`src/rtl/mlqs_pkg.sv`:
```
package mlqs_pkg;

   // Size of the scheduler.
   localparam int LEVELS      = 8;
   localparam int QUEUE_DEPTH = 16;

   // Derived widths.
   localparam int LVL_W     = $clog2(LEVELS);
   localparam int PTR_W     = $clog2(QUEUE_DEPTH);
   localparam int CNT_W     = $clog2(QUEUE_DEPTH + 1);
   localparam int USE_W     = $clog2(LEVELS + 1);
   localparam int SLOTS     = LEVELS * QUEUE_DEPTH;
   localparam int ADDR_W    = $clog2(SLOTS);
   localparam int ID_W      = 8;
   localparam int PRIO_W    = 8;
   localparam int OUT_LVL_W = 6;
   localparam int STATUS_W  = 2;

   // Operation codes.
   localparam logic OP_ENQUEUE = 1'b0;
   localparam logic OP_DEQUEUE = 1'b1;

   // Result status codes.
   localparam logic [STATUS_W-1:0] STATUS_ENQUEUED = 2'd0;
   localparam logic [STATUS_W-1:0] STATUS_DEQUEUED = 2'd1;
   localparam logic [STATUS_W-1:0] STATUS_EMPTY    = 2'd2;
   localparam logic [STATUS_W-1:0] STATUS_FULL     = 2'd3;

   // Request beat.
   typedef struct packed {
      logic              opcode;
      logic [ID_W-1:0]   proc_id;
      logic [PRIO_W-1:0] priority_req;
   } req_type;

   // Response beat.
   typedef struct packed {
      logic [STATUS_W-1:0]  status;
      logic [ID_W-1:0]      out_proc_id;
      logic [OUT_LVL_W-1:0] out_level;
   } rsp_type;

   // Per-level queue descriptor.
   typedef struct packed {
      logic [PTR_W-1:0] head;
      logic [CNT_W-1:0] count;
   } meta_type;

   // Write port of the descriptor memory.
   typedef struct packed {
      logic             en;
      logic [LVL_W-1:0] addr;
      meta_type         data;
   } meta_wr_type;

   // Write port of the slot memory.
   typedef struct packed {
      logic              en;
      logic [ADDR_W-1:0] addr;
      logic [ID_W-1:0]   data;
   } store_wr_type;

endpackage

```
`src/rtl/mlqs_meta.sv`:
```
module mlqs_meta import mlqs_pkg::*; (
   input  logic             clock,
   input  logic             reset,
   input  logic             rd_en,
   input  logic [LVL_W-1:0] rd_addr,
   input  meta_wr_type      wr,
   output meta_type         rd_data
);

   meta_type         mem [LEVELS];
   meta_type         data_ff;
   logic             rd_valid_ff;
   logic [LEVELS-1:0] valid_ff;

   // Descriptor storage; one write and one registered read per cycle.
   always_ff @(posedge clock) begin
      if (wr.en) begin
         mem[wr.addr] <= wr.data;
      end
      if (rd_en) begin
         data_ff     <= mem[rd_addr];
         rd_valid_ff <= valid_ff[rd_addr];
      end
   end

   // An entry never written since reset reads as an empty queue at slot zero.
   always_ff @(posedge clock) begin
      if (reset) begin
         valid_ff <= '0;
      end else if (wr.en) begin
         valid_ff[wr.addr] <= 1'b1;
      end
   end

   assign rd_data = rd_valid_ff ? data_ff : '0;

endmodule

```
`src/rtl/mlqs_store.sv`:
```
module mlqs_store import mlqs_pkg::*; (
   input  logic              clock,
   input  store_wr_type      wr,
   input  logic              rd_en,
   input  logic [ADDR_W-1:0] rd_addr,
   output logic [ID_W-1:0]   rd_data
);

   logic [ID_W-1:0] mem [SLOTS];
   logic [ID_W-1:0] rd_data_ff;

   // Process id slots of all levels, one write and one registered read.
   always_ff @(posedge clock) begin
      if (wr.en) begin
         mem[wr.addr] <= wr.data;
      end
      if (rd_en) begin
         rd_data_ff <= mem[rd_addr];
      end
   end

   assign rd_data = rd_data_ff;

endmodule

```
`src/rtl/multilevel_queue_slot_scheduler.sv`:
```
// Channel   Ports                        Handshake
// request   start, busy, req_data        beat taken when start is high and busy is low
// response  rsp_valid, rsp_data          beat shown for one cycle, always taken
//
// An enqueue keeps busy high through the update step after the request beat, a dequeue
// through the update and pop steps (update alone when every level is empty): the
// descriptor memory read feeds the update step and the slot memory read the pop step.
// The response beat is shown in the first cycle with busy low again.
// Reset is synchronous; it empties every level and clears the usage counters at once.
// The response channel cannot stall, so nothing waits on the receiver.
module multilevel_queue_slot_scheduler import mlqs_pkg::*; (
   input  logic    clock,
   input  logic    reset,
   input  logic    start,
   input  req_type req_data,
   output logic    busy,
   output logic    rsp_valid,
   output rsp_type rsp_data
);

   localparam logic [1:0] ST_IDLE   = 2'd0;
   localparam logic [1:0] ST_UPDATE = 2'd1;
   localparam logic [1:0] ST_POP    = 2'd2;

   logic [1:0]        state_ff, state_in;
   logic              is_deq_ff, is_deq_in;
   logic              found_ff, found_in;
   logic              clear_ff, clear_in;
   logic [LVL_W-1:0]  lvl_ff, lvl_in;
   logic [ID_W-1:0]   pid_ff, pid_in;
   logic [LEVELS-1:0] nonempty_ff, nonempty_in;
   logic [LEVELS-1:0] full_ff, full_in;
   logic [USE_W-1:0]  used_ff [LEVELS];
   logic [USE_W-1:0]  used_in [LEVELS];
   rsp_type           rsp_ff, rsp_in;
   logic              rsp_valid_ff, rsp_valid_in;

   logic              accept;
   logic [LEVELS-1:0] elig;
   logic [LVL_W-1:0]  pick_first, pick_any, req_lvl;
   logic              have_first, have_any;

   meta_type          meta_rd;
   meta_wr_type       meta_wr;
   store_wr_type      store_wr;
   logic              store_rd_en;
   logic [ADDR_W-1:0] store_rd_addr;
   logic [ID_W-1:0]   store_rd_data;
   logic [CNT_W:0]    tail_sum;
   logic [PTR_W-1:0]  tail_ptr, head_next;
   logic [CNT_W-1:0]  count_up, count_down;

   function automatic logic [ADDR_W-1:0] slot_addr(input logic [LVL_W-1:0] level,
                                                   input logic [PTR_W-1:0] ptr);
      slot_addr = ADDR_W'(level) * ADDR_W'(QUEUE_DEPTH) + ADDR_W'(ptr);
   endfunction

   assign accept    = start && !busy;
   assign busy      = state_ff != ST_IDLE;
   assign rsp_valid = rsp_valid_ff;
   assign rsp_data  = rsp_ff;

   // A level qualifies when it holds work and is still under its quota.
   always_comb begin
      for (int l = 0; l < LEVELS; l++) begin
         elig[l] = nonempty_ff[l] && (used_ff[l] < USE_W'(LEVELS - l));
      end
   end

   // First qualifying level, and first non-empty level for the retry round.
   always_comb begin
      pick_first = '0;
      have_first = 1'b0;
      pick_any   = '0;
      have_any   = 1'b0;
      for (int l = LEVELS - 1; l >= 0; l--) begin
         if (elig[l]) begin
            pick_first = LVL_W'(l);
            have_first = 1'b1;
         end
         if (nonempty_ff[l]) begin
            pick_any = LVL_W'(l);
            have_any = 1'b1;
         end
      end
   end

   // Level addressed by the incoming beat.
   always_comb begin
      if (req_data.opcode == OP_ENQUEUE) begin
         if (req_data.priority_req >= PRIO_W'(LEVELS)) begin
            req_lvl = LVL_W'(LEVELS - 1);
         end else begin
            req_lvl = LVL_W'(req_data.priority_req);
         end
      end else if (have_first) begin
         req_lvl = pick_first;
      end else if (have_any) begin
         req_lvl = pick_any;
      end else begin
         req_lvl = '0;
      end
   end

   // Ring pointer arithmetic on the descriptor read back from memory.
   always_comb begin
      tail_sum = (CNT_W + 1)'(meta_rd.head) + (CNT_W + 1)'(meta_rd.count);
      if (tail_sum >= (CNT_W + 1)'(QUEUE_DEPTH)) begin
         tail_ptr = PTR_W'(tail_sum - (CNT_W + 1)'(QUEUE_DEPTH));
      end else begin
         tail_ptr = PTR_W'(tail_sum);
      end
      if (meta_rd.head == PTR_W'(QUEUE_DEPTH - 1)) begin
         head_next = '0;
      end else begin
         head_next = meta_rd.head + 1'b1;
      end
      count_up   = meta_rd.count + 1'b1;
      count_down = meta_rd.count - 1'b1;
   end

   // Sequencer: take the beat, update the level, then fetch the popped id.
   always_comb begin
      state_in      = state_ff;
      is_deq_in     = is_deq_ff;
      found_in      = found_ff;
      clear_in      = clear_ff;
      lvl_in        = lvl_ff;
      pid_in        = pid_ff;
      nonempty_in   = nonempty_ff;
      full_in       = full_ff;
      rsp_in        = rsp_ff;
      rsp_valid_in  = 1'b0;
      meta_wr       = '0;
      store_wr      = '0;
      store_rd_en   = 1'b0;
      store_rd_addr = slot_addr(lvl_ff, meta_rd.head);
      for (int l = 0; l < LEVELS; l++) begin
         used_in[l] = used_ff[l];
      end

      unique case (state_ff)
         ST_IDLE: begin
            if (accept) begin
               state_in  = ST_UPDATE;
               is_deq_in = req_data.opcode == OP_DEQUEUE;
               pid_in    = req_data.proc_id;
               lvl_in    = req_lvl;
               found_in  = (req_data.opcode == OP_DEQUEUE) && (have_first || have_any);
               clear_in  = (req_data.opcode == OP_DEQUEUE) && !have_first;
            end
         end
         ST_UPDATE: begin
            if (!is_deq_ff) begin
               state_in         = ST_IDLE;
               rsp_valid_in     = 1'b1;
               rsp_in.out_proc_id = '0;
               rsp_in.out_level = OUT_LVL_W'(lvl_ff);
               if (full_ff[lvl_ff]) begin
                  rsp_in.status = STATUS_FULL;
               end else begin
                  rsp_in.status        = STATUS_ENQUEUED;
                  store_wr.en          = 1'b1;
                  store_wr.addr        = slot_addr(lvl_ff, tail_ptr);
                  store_wr.data        = pid_ff;
                  meta_wr.en           = 1'b1;
                  meta_wr.addr         = lvl_ff;
                  meta_wr.data.head    = meta_rd.head;
                  meta_wr.data.count   = count_up;
                  nonempty_in[lvl_ff]  = 1'b1;
                  full_in[lvl_ff]      = count_up == CNT_W'(QUEUE_DEPTH);
               end
            end else begin
               // Usage counters restart when no level qualified in the first round.
               for (int l = 0; l < LEVELS; l++) begin
                  used_in[l] = (clear_ff ? '0 : used_ff[l])
                             + USE_W'(found_ff && (lvl_ff == LVL_W'(l)));
               end
               if (found_ff) begin
                  state_in            = ST_POP;
                  store_rd_en         = 1'b1;
                  meta_wr.en          = 1'b1;
                  meta_wr.addr        = lvl_ff;
                  meta_wr.data.head   = head_next;
                  meta_wr.data.count  = count_down;
                  nonempty_in[lvl_ff] = count_down != '0;
                  full_in[lvl_ff]     = 1'b0;
               end else begin
                  state_in           = ST_IDLE;
                  rsp_valid_in       = 1'b1;
                  rsp_in.status      = STATUS_EMPTY;
                  rsp_in.out_proc_id = '0;
                  rsp_in.out_level   = '0;
               end
            end
         end
         ST_POP: begin
            state_in           = ST_IDLE;
            rsp_valid_in       = 1'b1;
            rsp_in.status      = STATUS_DEQUEUED;
            rsp_in.out_proc_id = store_rd_data;
            rsp_in.out_level   = OUT_LVL_W'(lvl_ff);
         end
         default: begin
            state_in = ST_IDLE;
         end
      endcase
   end

   // Control state.
   always_ff @(posedge clock) begin
      if (reset) begin
         state_ff     <= ST_IDLE;
         rsp_valid_ff <= 1'b0;
         nonempty_ff  <= '0;
         full_ff      <= '0;
         for (int l = 0; l < LEVELS; l++) begin
            used_ff[l] <= '0;
         end
      end else begin
         state_ff     <= state_in;
         rsp_valid_ff <= rsp_valid_in;
         nonempty_ff  <= nonempty_in;
         full_ff      <= full_in;
         for (int l = 0; l < LEVELS; l++) begin
            used_ff[l] <= used_in[l];
         end
      end
   end

   // Payload registers of the item in flight and the response beat.
   always_ff @(posedge clock) begin
      is_deq_ff <= is_deq_in;
      found_ff  <= found_in;
      clear_ff  <= clear_in;
      lvl_ff    <= lvl_in;
      pid_ff    <= pid_in;
      rsp_ff    <= rsp_in;
   end

   mlqs_meta u_meta (
      .clock   (clock),
      .reset   (reset),
      .rd_en   (accept),
      .rd_addr (req_lvl),
      .wr      (meta_wr),
      .rd_data (meta_rd)
   );

   mlqs_store u_store (
      .clock   (clock),
      .wr      (store_wr),
      .rd_en   (store_rd_en),
      .rd_addr (store_rd_addr),
      .rd_data (store_rd_data)
   );

   // A response beat only follows the update or the pop step.
   a_rsp_source: assert property (@(posedge clock) disable iff (reset)
      rsp_valid |-> ($past(state_ff) == ST_UPDATE || $past(state_ff) == ST_POP))
      else $error("response beat outside an update or pop step");

   // A full level is never marked empty.
   a_full_nonempty: assert property (@(posedge clock) disable iff (reset)
      (full_ff & ~nonempty_ff) == '0)
      else $error("level flagged full and empty");

   // A taken request beat makes the block busy.
   a_busy_after: assert property (@(posedge clock) disable iff (reset)
      accept |=> busy)
      else $error("request taken without going busy");

   // A pop only targets a level flagged as holding work.
   a_pop_level: assert property (@(posedge clock) disable iff (reset)
      (state_ff == ST_UPDATE && is_deq_ff && found_ff) |-> nonempty_ff[lvl_ff])
      else $error("pop from a level flagged empty");

   // The descriptor of a popped level agrees with its flag.
   a_pop_count: assert property (@(posedge clock) disable iff (reset)
      (state_ff == ST_UPDATE && is_deq_ff && found_ff) |-> meta_rd.count != '0)
      else $error("pop from a level whose descriptor count is zero");

endmodule
```
`config.mk`:
```
export PLATFORM = sky130hd
export DESIGN_NAME = multilevel_queue_slot_scheduler
export DESIGN_NICKNAME = d
export VERILOG_FILES = /design/src/rtl/mlqs_pkg.sv /design/src/rtl/mlqs_meta.sv /design/src/rtl/mlqs_store.sv /design/src/rtl/multilevel_queue_slot_scheduler.sv
export SDC_FILE = /design/constraint.sdc
export NUM_CORES = 1
export LEC_CHECK = 0
export ABC_AREA = 1
export BUFFER_PORTS_ARGS = -buffer_cell sky130_fd_sc_hd__buf_2
export CAP_MARGIN = 20
export CORE_AREA = 3 3 356 358
export CTS_CLUSTER_SIZE = 24
export DETAILED_ROUTE_END_ITERATION = 16
export DIE_AREA = 0 0 359 361
export PLACE_DENSITY = 0.62
export SYNTH_ARGS = -nofsm -noshare
export SYNTH_HDL_FRONTEND = slang
export SYNTH_SLANG_ARGS = --single-unit
```
`constraint.sdc`:
```
create_clock -name clock -period 10.2 [get_ports clock]
set_clock_uncertainty 0.15 [all_clocks]
set_input_delay 2.04 -clock clock [delete_from_list [all_inputs] [get_ports clock]]
set_output_delay 2.04 -clock clock [all_outputs]
set_load 0.01 [all_outputs]
```
### Yosys cells after proc, flatten, opt, wreduce, memory -nomap -nowiden

Memory sizes are Yosys's and may differ from the RTL's. A register that Yosys moved wholly into a read port is not among the register bits.
Cells that the tools add are included.

| word-level totals | value |
|---|---|
| register bits after elaboration | 58 |
| bits in latches | 0 |
| RAM bits | 1128 |
| bits in read-only memories | 0 |
| output and inout bits | 18 |
| memories | 3 |

Memories:

| name | words | bits a word | read ports | clocked after memory_dff | wr ports | RTL line | text |
|---|---|---|---|---|---|---|---|
| u_store.mem | 128 | 8 | 1 | 1 | 1 | mlqs_store.sv:9 | `logic [ID_W-1:0] mem [SLOTS];` |
| u_meta.mem | 8 | 9 | 1 | 1 | 1 | mlqs_meta.sv:10 | `meta_type mem [LEVELS];` |
| used_ff | 8 | 4 | 8 | 0 | 8 | multilevel_queue_slot_scheduler.sv:33 | `logic [USE_W-1:0] used_ff [LEVELS];` |

| cells by class | value |
|---|---|
| add/sub/neg operators | 15 |
| multiply operators | 0 |
| divide/modulo/power cells | 0 |
| $lt $le $gt $ge | 15 |
| eq/ne operators | 15 |
| shift-type cells | 0 |
| mux-type cells | 101 |
| bitwise logic cells | 12 |
| reductions and logical operators | 32 |

Operators with widths:

| cell | number |
|---|---|
| $mux 16 | 5 |
| $mux 4 | 18 |
| $mux 32 | 2 |
| $mux 3 | 20 |
| $mux 13 | 4 |
| $mux 8 | 6 |
| $add 4x1->4 | 8 |
| $mux 1 | 32 |
| $pmux 16 s2 | 1 |
| $logic_and 1x1->1 | 21 |
| $bwmux 8 | 2 |
| $lt 4x3->1 const B | 4 |
| $or 8x8->8 | 2 |
| $add 7x4->7 | 2 |
| $eq 3x3->1 const B | 4 |
| $lt 3x4->1 const B | 3 |
| $mux 9 | 1 |
| $and 8x8->8 | 1 |
| $ge 8x4->1 const B | 1 |
| $lt 4x2->1 const B | 2 |
| $mux 2 | 4 |
| $not 8->8 | 1 |
| $or 1x1->1 | 8 |
| $add 4x5->6 | 1 |
| 29 further kinds | 37 |

### Depth between registers and ports, before layout

| logic depth | value |
|---|---|
| depth in word-level cells | 14 |
| gate-level depth with buffers | 18 |

### Hierarchy

Synthesis repeated with hierarchy kept, for this count alone.

| unflattened totals | value |
|---|---|
| cell total of the unflattened synthesis | 4641 |
| area total of the unflattened synthesis | 50888.8 µm² |

Modules (own cells, without submodules):

| module | times used | cells an instance | area each (µm²) |
|---|---|---|---|
| mlqs_store | 1 | 3575 | 42184.2 |
| multilevel_queue_slot_scheduler | 1 | 654 | 4753.3 |
| mlqs_meta | 1 | 412 | 3951.3 |

### Worst setup path before layout

Ideal clock, no wire load.

| timing path | value |
|---|---|
| kind | register -> register |
| start point | register lvl_ff[0] |
| end point | memory u_store.mem[0][0] (data pin) |
| data arrival time | 4474 ps |
| required time | 9252 ps |
| setup slack | 4778 ps |
| stages on the path, launching flop included | 12 |
| buffers on the path | 3 |
| path through | edfxtp_1 buf_6 nand2_4 nor2_1 nor2_1 nand3_1 o21a_2 nor2_4 nand2_2 buf_6 clkbuf_1 nor2_1 |

RTL lines:

| what | RTL line | text |
|---|---|---|
| start, declared | multilevel_queue_slot_scheduler.sv:29 | `logic [LVL_W-1:0] lvl_ff, lvl_in;` |
| start signal, assigned | multilevel_queue_slot_scheduler.sv:236 | `lvl_ff <= lvl_in;` |
| end, declared | mlqs_store.sv:9 |  |

### Final worst setup path

| timing path | value |
|---|---|
| start point | register u_meta.rd_valid_ff |
| end point | memory u_store.mem[4][7] (netlist: u_store.mem[2][7]) (enable) |

| between the ends | value |
|---|---|
| word-level cells in the longest chain between the ends | 8 |
| elaborated cells on any way between the ends | 9 |
| classes of those cells | add/sub: 3; order compare: 1; mux: 5 |

RTL lines:

| what | RTL line | text |
|---|---|---|
| start, declared | mlqs_meta.sv:12 | `logic rd_valid_ff;` |
| start signal, assigned | mlqs_meta.sv:22 | `rd_valid_ff <= valid_ff[rd_addr];` |
| $mux 9 * | mlqs_meta.sv:35 | `assign rd_data = rd_valid_ff ? data_ff : '0;` |
| $add 4x5->6 * | multilevel_queue_slot_scheduler.sv:107 | `tail_sum = (CNT_W + 1)'(meta_rd.head) + (CNT_W + 1)'(meta_rd.count);` |
| $ge 6x5->1 / $sub 4x1->4 (equally long branches) | multilevel_queue_slot_scheduler.sv:108, multilevel_queue_slot_scheduler.sv:109 |  |
| $mux 4 * | multilevel_queue_slot_scheduler.sv:108 | `if (tail_sum >= (CNT_W + 1)'(QUEUE_DEPTH)) begin` |
| $add 7x4->7 * | multilevel_queue_slot_scheduler.sv:55 | `slot_addr = ADDR_W'(level) * ADDR_W'(QUEUE_DEPTH) + ADDR_W'(ptr);` |
| $mux 16 * | multilevel_queue_slot_scheduler.sv:159 | `if (full_ff[lvl_ff]) begin` |
| $mux 16 * | multilevel_queue_slot_scheduler.sv:154 | `if (!is_deq_ff) begin` |
| $mux 16 * | multilevel_queue_slot_scheduler.sv:142 | `unique case (state_ff)` |

Mark *: on every way between the ends. The rest lies on a longest branch, timed or not.

==> reports/qor.yml <==
run_status:
  outcome: "finished, final reports clean"
cts:
  path_clk_slew_ns: 0.06
  h-tree-depth: 3
  hold_buffers: 0
  clockBufferDepth: 3
  clock_latency_ns: 0.72
  cts_tree: "built"
  cts.sinks: 1200
  numCtsBuffers: 119
  post-cts-setup-buffers: 0
  ctsResizeCount: 0
  cts_root_buffer: "clkbuf_16"
timing:
  relSlewSlack: 0.261
  rsz0062_at_grt: "no"
  drv_slew: 0
  setup_viol: 0
  tns_ns: 0
  setup_ws_ns: 4.61
  hold_viol: 0
  finalCritPeriodShare: 0.548
  fmax_mhz: 179
  tightest_slew_ns: 1.10
  period_needed_ns: 5.59
critical_path:
  crit_arrival_ns: 5.77
  criticalPathCategory: "flip-flop to flip-flop"
  end_kind: "flip-flop"
  worstSetupStartpointType: "flip-flop"
  required_ns: 10.38
  path_max_fanout: 141
cells_and_area:
  drive_above_1_share: 0.0749
  layout_common_cells: "1141 x edfxtp_1, 841 x nor2_1, 572 x o21ai_0, 336 x nand2_1, 188 x nand3_1"
  n_antenna_cell: 0
  nets: 4114
  area_growth_pct: 11.0
  final_common_cell: "edfxtp_1"
logic_synthesis:
  syn_inst: 4131
  synth_top_family_by_area: "simple AND/OR/NAND/NOR gates"
  avgSynthCellArea_um2: 12.0
  ys.flop_type: "edfxtp_1"
  yosys.area_share.adder: 0.00724
  synth_edf_count: 1141
  synth-xor-area-share: 0.00139
  synthMuxAreaShare: 0
  ys_types: 46
  async_flop_share: 0
  syn_area_um2: 49400
  ys_warn_count: 0
  yosysSeqAreaShare: 0.717
  ys_seq_elements: 1200
  synth-compound-area-share: 0.116
  synth-simple-area-share: 0.119
run:
  max_cap_violations: 0
floorplanning:
  num_io_pins: 38
  rows: 129
  die_x_um: 359
  die-area_um2: 130000
  core-area_um2: 124000
  die_y_um: 361
  initial_utilization: 0.400
detailed_routing:
  wl_met1_um: 55700
  vias_per_cell: 5.60
  met3_length_um: 10500
  drt-pass1-iter-count: 5
  wirelength_um: 131000
  top_layer_used: "met5"
  route.vias.total: 32500
  avgRoutedWirePerCell_um: 22.6
  wl_met2_um: 62200
  drc: 0
  drtIter0Drc: 3798
  antenna_left: 0
power_and_ir_drop:
  leakagePower_uw: 0.0184
  p_per_area_nw_per_um2: 203
  irDropWorstVdd_mv: 0.146
global_routing:
  grt-ovfl-total: 0
  grt_pass1_vias: 30700
  grtUsageTotal: 0.196
  grt_max_degree: 181
  grt_antenna_before_repair: 1
  grt_pass1_wl_um: 197000
place:
  dp.final_hpwl_um: 73000
  io_buffers: 34
  place_ws_ns: 4.67
  gp_congestion: 0.838
hold_path:
  hold_path_class: "flip-flop to flip-flop"
## where the power goes
part / internal (µW) / switching (µW) / leakage [µW]
Combinational: 352 / 1040 / 0.00548
Sequential: 5410 / 30.5 / 0.0111
Clock: 2460 / 1860 / 0.00185
## synth_stat cells (23+ instances only)
library cell  number  area share
ha_1              27      0.0068
dfxtp_1           59       0.024
o221ai_1          91       0.016
buf_2             78      0.0079
inv_1            190       0.014
o22ai_1           58      0.0073
nor3_1            23      0.0023
edfxtp_1        1141        0.69
a21oi_1           64      0.0065
o21ai_0          574       0.058
nor2_1           849       0.064
o211ai_1         156       0.024
nand3_1          188       0.019
nand2_1          338       0.026
clkbuf_1         165       0.013
## layout make-up
type,count,area (µm²)
Fill cell,11300,68800
Sequential cell,1200,35400
Multi-Input combinational cell,2465,12200
Clock buffer,141,3100
Tap cell,1637,2050
Inverter,198,768
Clock inverter,79,717
Timing Repair Buffer,82,616
## path summary, 6_finish.rpt
check                 endpoint  slack, ns               start  cells past startpoint
max          u_store.mem[2][7]       4.61  u_meta.rd_valid_ff                      9
min              used_ff[1][8]       0.30       used_ff[1][8]                      2
max reg2reg  u_store.mem[2][7]       4.61  u_meta.rd_valid_ff                      9
min reg2reg      used_ff[1][8]       0.30       used_ff[1][8]                      2
## through the flow
| stage | total power [µW] | instance area (µm²) | util | cells | hold WS, ns |
|---|---|---|---|---|---|
| floorplan | 6440 | 49400 | - | 4133 | 0.280 |
| CTS | 11200 | 54800 | 0.443 | 5800 | 0.304 |
| detailed placement | 6920 | 51000 | 0.413 | 5580 | 0.295 |
| global route | 11500 | 54900 | 0.444 | 5802 | 0.315 |
| global placement | 6910 | 51000 | 0.412 | 5578 | 0.289 |
| finish | 11200 | 54900 | 0.444 | 5802 | 0.299 |
## worst max-delay path, cell delays in order (launching register included)
cell and delay (ns):
edfxtp_1 0.70, nand2_4 0.56, inv_8 0.72, ha_1 0.37, a21o_1 0.16, a21oi_1 0.20, xor2_2 0.14, o21ai_1 0.82
nand2_1 0.54, nor2_1 0.72
## kinds of logic after synthesis
group / Yosys count
simple gates: 1452
buf+inv: 468
xor+xnor: 7
compound gates: 975
flops: 1200
fa+ha+maj: 28
other cells: 1
## flip-flops by register name, indices dropped and copies added (netlist names), 9 cells and up
register        flops
u_meta.data_ff      9
u_meta.mem         72
u_store.mem      1024
used_ff            32
rsp_data           13
## layer usage
metal  up-vias  global-route usage
met5         -                   0
met4         2              0.0541
met3       174              0.0322
met2      1297               0.317
met1     16200               0.275
li1      14800                   -
Power figures use the tool's default switching activity.
